[src/design/tdpt_pkg.sv]
// ----------------------------------------------------------------------------
// tdpt_pkg
// Types, constants and the control store of the trial-division prime tester.
// ----------------------------------------------------------------------------
package tdpt_pkg;

	localparam int VALUE_WIDTH_DEF = 16;
	localparam int STEP_W          = 3;
	localparam int ROM_DEPTH       = 2 ** STEP_W;

	typedef logic [STEP_W-1:0] step_t;

	typedef enum logic [2:0] {
		OP_NOP,
		OP_LOAD,
		OP_SQUARE,
		OP_DIV_INIT,
		OP_DIV_STEP,
		OP_INC,
		OP_EMIT
	} op_t;

	typedef enum logic [2:0] {
		JC_NEVER,
		JC_ALWAYS,
		JC_NO_IN,
		JC_SMALL,
		JC_SQ_GT,
		JC_DIV_MORE,
		JC_REM_NZ,
		JC_OUT_BUSY
	} cond_t;

	typedef struct packed {
		op_t   op;
		cond_t cond;
		logic  hold;     // taken jump suppresses op (wait step)
		step_t target;
	} ctrl_word_t;

	typedef struct packed {
		op_t op;
	} dp_ctrl_t;

	typedef struct packed {
		logic below_two;
		logic sq_gt;
		logic div_more;
		logic rem_nz;
	} dp_stat_t;

	localparam step_t STEP_IDLE = step_t'(0);
	localparam step_t STEP_CHK  = step_t'(1);
	localparam step_t STEP_SQ   = step_t'(2);
	localparam step_t STEP_CMP  = step_t'(3);
	localparam step_t STEP_DIV  = step_t'(4);
	localparam step_t STEP_TEST = step_t'(5);
	localparam step_t STEP_EMIT = step_t'(6);
	localparam step_t STEP_RET  = step_t'(7);

	function automatic ctrl_word_t ucode(input step_t s);
		ctrl_word_t w;
		w = '{op: OP_NOP, cond: JC_ALWAYS, hold: 1'b0, target: STEP_IDLE};
		unique case (s)
			STEP_IDLE: w = '{op: OP_LOAD,     cond: JC_NO_IN,    hold: 1'b1,
					target: STEP_IDLE};
			STEP_CHK:  w = '{op: OP_NOP,      cond: JC_SMALL,    hold: 1'b0,
					target: STEP_EMIT};
			STEP_SQ:   w = '{op: OP_SQUARE,   cond: JC_NEVER,    hold: 1'b0,
					target: STEP_IDLE};
			STEP_CMP:  w = '{op: OP_DIV_INIT, cond: JC_SQ_GT,    hold: 1'b0,
					target: STEP_EMIT};
			STEP_DIV:  w = '{op: OP_DIV_STEP, cond: JC_DIV_MORE, hold: 1'b0,
					target: STEP_DIV};
			STEP_TEST: w = '{op: OP_INC,      cond: JC_REM_NZ,   hold: 1'b0,
					target: STEP_SQ};
			STEP_EMIT: w = '{op: OP_EMIT,     cond: JC_OUT_BUSY, hold: 1'b1,
					target: STEP_EMIT};
			STEP_RET:  w = '{op: OP_NOP,      cond: JC_ALWAYS,   hold: 1'b0,
					target: STEP_IDLE};
			default:   w = '{op: OP_NOP,      cond: JC_ALWAYS,   hold: 1'b0,
					target: STEP_IDLE};
		endcase
		return w;
	endfunction

endpackage

[src/design/tdpt_datapath.sv]
// ----------------------------------------------------------------------------
// tdpt_datapath
// Candidate, trial divisor, square and bit-serial restoring divider.
// ----------------------------------------------------------------------------
module tdpt_datapath import tdpt_pkg::*; #(
	parameter int VALUE_WIDTH = VALUE_WIDTH_DEF
) (
	input  logic                   clk,
	input  logic                   arst_n,
	input  dp_ctrl_t               ctrl,
	input  logic [VALUE_WIDTH-1:0] cand,
	output dp_stat_t               stat,
	output logic [VALUE_WIDTH-1:0] value,
	output logic                   prime
);

	localparam int W  = VALUE_WIDTH;
	localparam int CW = $clog2(W + 1);

	logic [W-1:0]   n_q;
	logic [W-1:0]   d_q;
	logic [2*W-1:0] sq_q;
	logic [W-1:0]   rem_q;
	logic [W-1:0]   quo_q;
	logic [CW-1:0]  cnt_q;
	logic           prime_q;

	logic [W:0]     shifted;
	logic [W:0]     diff;
	logic           sq_gt;

	assign shifted = {rem_q, quo_q[W-1]};
	assign diff    = shifted - {1'b0, d_q};
	assign sq_gt   = sq_q > {{W{1'b0}}, n_q};

	always_ff @(posedge clk or negedge arst_n) begin
		if (!arst_n) begin
			n_q     <= '0;
			d_q     <= '0;
			sq_q    <= '0;
			rem_q   <= '0;
			quo_q   <= '0;
			cnt_q   <= '0;
			prime_q <= 1'b0;
		end else begin
			unique case (ctrl.op)
				OP_LOAD: begin
					n_q     <= cand;
					d_q     <= W'(2);
					prime_q <= 1'b0;
				end
				OP_SQUARE: sq_q <= {{W{1'b0}}, d_q} * {{W{1'b0}}, d_q};
				OP_DIV_INIT: begin
					prime_q <= sq_gt;
					rem_q   <= '0;
					quo_q   <= n_q;
					cnt_q   <= CW'(W);
				end
				OP_DIV_STEP: begin
					quo_q <= {quo_q[W-2:0], 1'b0};
					cnt_q <= cnt_q - CW'(1);
					if (!diff[W]) begin
						rem_q <= diff[W-1:0];
					end else begin
						rem_q <= shifted[W-1:0];
					end
				end
				OP_INC: d_q <= d_q + W'(1);
				default: ;
			endcase
		end
	end

	assign stat.below_two = (n_q[W-1:1] == '0);
	assign stat.sq_gt     = sq_gt;
	assign stat.div_more  = (cnt_q != CW'(1));
	assign stat.rem_nz    = (rem_q != '0);
	assign value          = n_q;
	assign prime          = prime_q;

endmodule

[config.mk]
export PLATFORM = sky130hd
export DESIGN_NAME = tdpt_datapath
export DESIGN_NICKNAME = d
export VERILOG_FILES = /design/src/design/tdpt_pkg.sv /design/src/design/tdpt_datapath.sv
export SDC_FILE = /design/constraint.sdc
export NUM_CORES = 1
export LEC_CHECK = 0
export BUFFER_PORTS_ARGS = -buffer_cell sky130_fd_sc_hd__buf_4
export CELL_PAD_IN_SITES_DETAIL_PLACEMENT = 0
export CELL_PAD_IN_SITES_GLOBAL_PLACEMENT = 1
export CORE_ASPECT_RATIO = 1.4
export CORE_MARGIN = 2
export CORE_UTILIZATION = 50
export DETAILED_ROUTE_END_ITERATION = 10
export PLACE_DENSITY = 0.82
export SLEW_MARGIN = 20
export SYNTH_ARGS = -nofsm -noshare
export SYNTH_HDL_FRONTEND = slang
export SYNTH_SLANG_ARGS = --single-unit
export TNS_END_PERCENT = 100
[constraint.sdc]
create_clock -name clk -period 6.9 [get_ports clk]
set_input_delay 1.38 -clock clk [delete_from_list [all_inputs] [get_ports clk]]
set_output_delay 1.38 -clock clk [all_outputs]
set_load 0.03 [all_outputs]
# After elaboration in Yosys (flattened, before gate mapping)
# Cells that the tools add are included.
[op_classes] n_bitwise=0 reduce_logical=5 mux=6 magnitude_cmp=1 div=0 shifts=0 add_sub_neg=3 eq_ne=6 n_mul=1
[ops] operator="16-bit case mux with 2 select lines" n=3
[ops] operator="32-bit by 16-bit > comparator with 1-bit output" n=1
[ops] operator="16-bit by 16-bit multiplier with 32-bit output" n=1
[ops] operator="17-bit by 16-bit subtractor with 17-bit output" n=1
[ops] operator="16-bit by 1-bit adder with 16-bit output, second input constant" n=1
[ops] operator="16-bit two-way mux" n=1
[ops] operator="16-bit nonzero test" n=1
[ops] operator="15-bit logical NOT" n=1
[ops] operator="5-bit case mux with 2 select lines" n=1
[ops] operator="3-bit by 2-bit equality test with 1-bit output, second input constant" n=2
[ops] operator="3-bit equality test, second input constant" n=2
[ops] operator="2-bit nonzero test" n=3
[ops] operator="5-bit by 1-bit != test with 1-bit output, second input constant" n=1
[ops] operator="5-bit by 1-bit subtractor with 5-bit output, second input constant" n=1
[ops] operator="3-bit by 1-bit equality test with 1-bit output, second input constant" n=1
[ops] operator="1-bit case mux with 2 select lines" n=1
[totals] n_memories=0 output_inout_bits=21 regBits=102 wordCells=29 latch_bits=0 ram_bits=0 mem_bits_ro=0 in_bits=21

# Logic depth before layout (Yosys ltp)
[logic_depth] ltp_word=3 ltp_mapped=26 mapped_depth_nobuf=23

# Least setup slack after synthesis
# Ideal clock, no wire load.
[synth_timing] path_kind="reg-to-reg" from="register d_q[9]" to="register sq_q[31]" t_arrival_ps=6212 setup_time_ps=82 period_less_slack_ps=6294 setup_slack_ps=606 path_stages_with_launch=26 path_buffers=2 cell_sequence="dfrtp_1 > clkbuf_1 > inv_1 > clkbuf_1 > nor2_1 > inv_1 > fa_1 > inv_1 > fa_1 > inv_1 > fa_1 > inv_1 > fa_1 > fa_1 > inv_1 > fa_1 > inv_1 > ha_1 > and3_1 > a31oi_1 > o21ai_0 > a21o_1 > a21oi_1 > nor2_1 > or4_1 > a31oi_1"
[synth_between] elab_chain_cells=1
[synth_lines] item="from (decl)" line="tdpt_datapath.sv:21" source="logic [W-1:0] d_q;"
[synth_lines] item="from (signal assigned)" line="tdpt_datapath.sv:68" source="OP_INC: d_q <= d_q + W'(1);"
[synth_lines] item="16-bit by 16-bit multiplier with 32-bit output" line="tdpt_datapath.sv:52" source="OP_SQUARE: sq_q <= {{W{1'b0}}, d_q} * {{W{1'b0}}, d_q};"
[synth_lines] item="to (signal assigned)" line="tdpt_datapath.sv:52"
[synth_lines] item="to (decl)" line="tdpt_datapath.sv:22" source="logic [2*W-1:0] sq_q;"
# Every way passes these cells.
# A chain may end at the register's enable or synchronous reset.

# Worst setup path in the final report
[layout_timing] from="register d_q[15]" to="register sq_q[31]"
# Same word-level chain as after synthesis.

==> results.md <==
* Total Routing Usage GR at 0.250
* Signal arrival time at the worst endpoint at 6.72 ns
* Maximum root-to-sink buffer count at 2
* Transition time at the pin with the least slew margin at 1.06 ns
* Post-synth design cell area at 0.0127 mm2
* TritonCTS buffer count at 9
* Fraction of the yosys area taken by sequential cells at 0.199
* Async set-reset flop share out of synthesis at 1.00
* Prevailing post-synth register cell: sky130_fd_sc_hd__dfrtp_1
* Worst reg2reg endpoint: sq_q[31]
* Reg2Reg Setup Slack at 0.47 ns
* Worst Path Buf+Inv at 1
* Routed metal-1 wire length at 11500 um
* Final routed wirelength across all metal layers at 31600 um
* Floorplan die area at 0.0267 mm2
* IO Port Bufs at 41
* Highest-count cells in the layout ignoring fill and taps: sky130_fd_sc_hd__inv_1, sky130_fd_sc_hd__nand2_1, sky130_fd_sc_hd__fa_1
* Wire length per cell at 17.5 um
* Post-placement worst setup slack at 0.501 ns
* Outcome: completed
* Class of the most critical setup path: flop to flop
* Worst hold stages at 1
* Estimated wirelength of the detail-placed design at 25900 um
* Summed area of non-filler cells in the final layout at 0.0137 mm2
* Last weighted congestion value of the routability-driven placer at 0.935
* Normalized max-slew margin at 0.292
* Post-Syn Instances at 1450
* Post-synth net total at 1771
* PD cells at 186 mW/mm2
* Global-route wire length before repair at 52800 um
* Number of top-level pins at 42
* Post-Route Setup TNS at 0 ns
* Height of the die at 193 um
* CP endpoint kind: flop
* Net total in the final layout at 1802
* Starting density of the core at 0.504
* Library cell used as clock root buffer: sky130_fd_sc_hd__clkbuf_16
* Area growth from synthesis to layout at 8.12%
* Post-DRT Antenna Nets at 0
* Routed length on met3 at 1450 um
* Slowest stage cell on the critical path: sky130_fd_sc_hd__fa_1
* Final Worst Setup Slack at 0.473 ns
* Worst Hold Launch: cnt_q[4]
* Total met2 wirelength after detailed routing at 17200 um
* Number of endpoints with negative hold slack in the final report at 0
* Pin count of the biggest net entering global routing at 54
* Number of violations of the max-capacitance limit at 0
* Highest routed metal layer: met4
* Max Clock Skew at 0.00711 ns
* Period Utilization, post-route at 0.931
* Leading cell type in the layout, fill and taps excluded: sky130_fd_sc_hd__inv_1
* Cell area reported after detailed placement at 0.0134 mm2
* Most numerous cell on the critical path: sky130_fd_sc_hd__fa_1
* Overflow after GRT at 0
* Fillcell total at 2390
* Worst reg2reg path depth at 19
* DRC violation count after routing at 0
* Cts-stage hold buffer count at 0
* Area of the placeable core at 0.0252 mm2
* Die width at 139 um
* Warnings, synthesis at 0
* CTS tree: built
* Vias per cell at 5.54
* Antenna Diode Count at 0
* Number of register bits inferred by synthesis at 101
* Post-CTS Setup Bufs at 0
* Initial antenna violation count at 0
* Minimum clock period after layout at 6.43 ns
* CP cell instances: inv_1 -> nor2_1 -> xnor2_1 -> ha_1 -> a41o_1 -> fa_1 -> fa_1 -> fa_1 -> fa_1 -> fa_1 -> ha_1 -> a21oi_1 -> o21bai_1 -> a21oi_1 -> o21ai_0 -> a21oi_1 -> nor2_1 -> or4_1 -> a31oi_1
* Clock input transition at the sequential cells of the worst setup and hold paths at 0.07 ns
* Routed vias at 9999
* Required time of the critical path at 7.19 ns
* Number of rows created at floorplan at 69
* Mean cell area of the mapped netlist at 8.77 um2
* Critical path launch point type: flop
* Worst-path maximum fanout at 8
* FMAX at 0.156 GHz
* Pins Over Slew Limit at 0
* HP Class: flop to flop
* Slowest Stage Delay on Critical Path at 0.59 ns
* Top cell family by delay on the critical path: adder cells
* Worst min-delay path endpoint: cnt_q[4]
* Setup violators final at 0
* Count of clock tree sinks at 101
* Number of distinct standard cells referenced by the synthesized netlist at 65
* Maximum vdd ir drop at 0.274 mV
* Number of global-route vias before repair at 10700
* Maximum level of the CTS H-tree at 3
* R2r startpoint: d_q[15]
* Insertion delay of the later-clocked pin in the worst-skew pair at 0.37 ns
* Fraction of layout instances using a drive strength above 1 at 0.0713
* Number of detailed-route iterations in the first pass at 5
* Leakage power figure at 7.53 nW
* Quantity of gates resized following cts at 0
* First DRT Iteration DRCs at 523
* Post-synth EDFFs at 0
* Unrepaired setup endpoints after global routing: no
[layer usage]
metal	vias up	track usage
met3	73	0.0283
met5	-	0
met4	0	0.123
met2	262	0.475
met1	4969	0.276
li1	4695	-
[cells in the mapped netlist, drive strengths merged, types with 4 or more instances]
master | n | area [um2]
o21a | 7 | 52.6
nand2 | 205 | 769
or4 | 4 | 30.0
nand4 | 12 | 75.1
xor2 | 20 | 175
nand2b | 4 | 25.0
xnor2 | 34 | 298
clkinv | 5 | 18.8
clkbuf | 49 | 184
nor3 | 13 | 65.1
nor4 | 13 | 81.3
mux2i | 14 | 140
nand3 | 14 | 70.1
nor2b | 9 | 56.3
and3 | 9 | 56.3
a22oi | 14 | 105
a21oi | 39 | 195
a22o | 4 | 35.0
a21o | 35 | 263
a31oi | 13 | 81.3
a211oi | 9 | 67.6
buf | 8 | 66.3
dfrtp | 101 | 2530
nor3b | 4 | 30.0
o21ai | 88 | 440
fa | 163 | 3260
ha | 137 | 1710
nor2 | 94 | 353
inv | 280 | 1050
o21bai | 6 | 45.0
mux2 | 4 | 45.0
[area by class of cell]
type | instances | area (um2) | area share
well taps | 319 | 399 | 0.0290
repair buffers | 77 | 578 | 0.0420
multi-input cells | 1007 | 8870 | 0.645
flip-flops and latches | 101 | 2530 | 0.184
inverters | 285 | 1070 | 0.0778
clock buffers | 11 | 243 | 0.0177
clock inverters | 5 | 57.6 | 0.00419
[worst max-delay path by stage]
stage | start | to | slack, ns | depth (start not counted)
2_1_floorplan | d_q[9] | sq_q[31] | 0.61 | 25
3_3_place_gp | d_q[9] | sq_q[26] | 0.57 | 23
3_5_place_dp | d_q[9] | sq_q[26] | 0.50 | 23
4_1_cts | d_q[9] | sq_q[26] | 0.49 | 23
5_1_grt | d_q[11] | sq_q[31] | 0.07 | 22
6_report | d_q[15] | sq_q[31] | 0.47 | 19
[sequential cells by signal, summed over array words and instances, names as in the netlist]
register  count
quo_q        16
sq_q         31
cnt_q         5
rem_q        16
value        16
prime         1
d_q          16
[cell families after synthesis]
logic type / count (synthesis) / synth area share
buffers and inverters: 342 / 0.104
adders and majority gates: 300 / 0.391
muxes: 18 / 0.0146
AOI/OAI and AO/OA: 239 / 0.118
DFF: 101 / 0.199
xor gates and xnor gates: 54 / 0.0372
and+or+nand+nor: 396 / 0.136
[through the flow]
step	util	std cells	total power, W	hold WS (ns)
floorplan	-	1450	0.00177	0.437
global placement	0.533	1789	0.00199	0.458
detailed placement	0.533	1789	0.00202	0.463
CTS	0.545	1805	0.00256	0.488
global route	0.545	1805	0.00274	0.505
finish	0.545	1805	0.00255	0.477
[worst register-to-register path, stage by stage (launching register included)]
cell                       delay (ns)
sky130_fd_sc_hd__dfrtp_1         0.38
sky130_fd_sc_hd__inv_1           0.35
sky130_fd_sc_hd__nor2_1          0.23
sky130_fd_sc_hd__xnor2_1         0.18
sky130_fd_sc_hd__ha_1            0.19
sky130_fd_sc_hd__a41o_1          0.24
sky130_fd_sc_hd__fa_1            0.49
sky130_fd_sc_hd__fa_1            0.57
sky130_fd_sc_hd__fa_1            0.59
sky130_fd_sc_hd__fa_1            0.54
sky130_fd_sc_hd__fa_1            0.52
sky130_fd_sc_hd__ha_1            0.41
sky130_fd_sc_hd__a21oi_1         0.29
sky130_fd_sc_hd__o21bai_1        0.15
sky130_fd_sc_hd__a21oi_1         0.16
sky130_fd_sc_hd__o21ai_0         0.11
sky130_fd_sc_hd__a21oi_1         0.24
sky130_fd_sc_hd__nor2_1          0.09
sky130_fd_sc_hd__or4_1           0.50
sky130_fd_sc_hd__a31oi_1         0.13
[where the power goes]
group          leakage, nW  internal, W  total (W)  switching, W
logic                 6.06     0.000528    0.00120      0.000670
clock network        0.150     0.000293   0.000541      0.000248
registers             1.32     0.000703   0.000812      0.000110
Note: power is estimated with default switching activity, not from simulation.
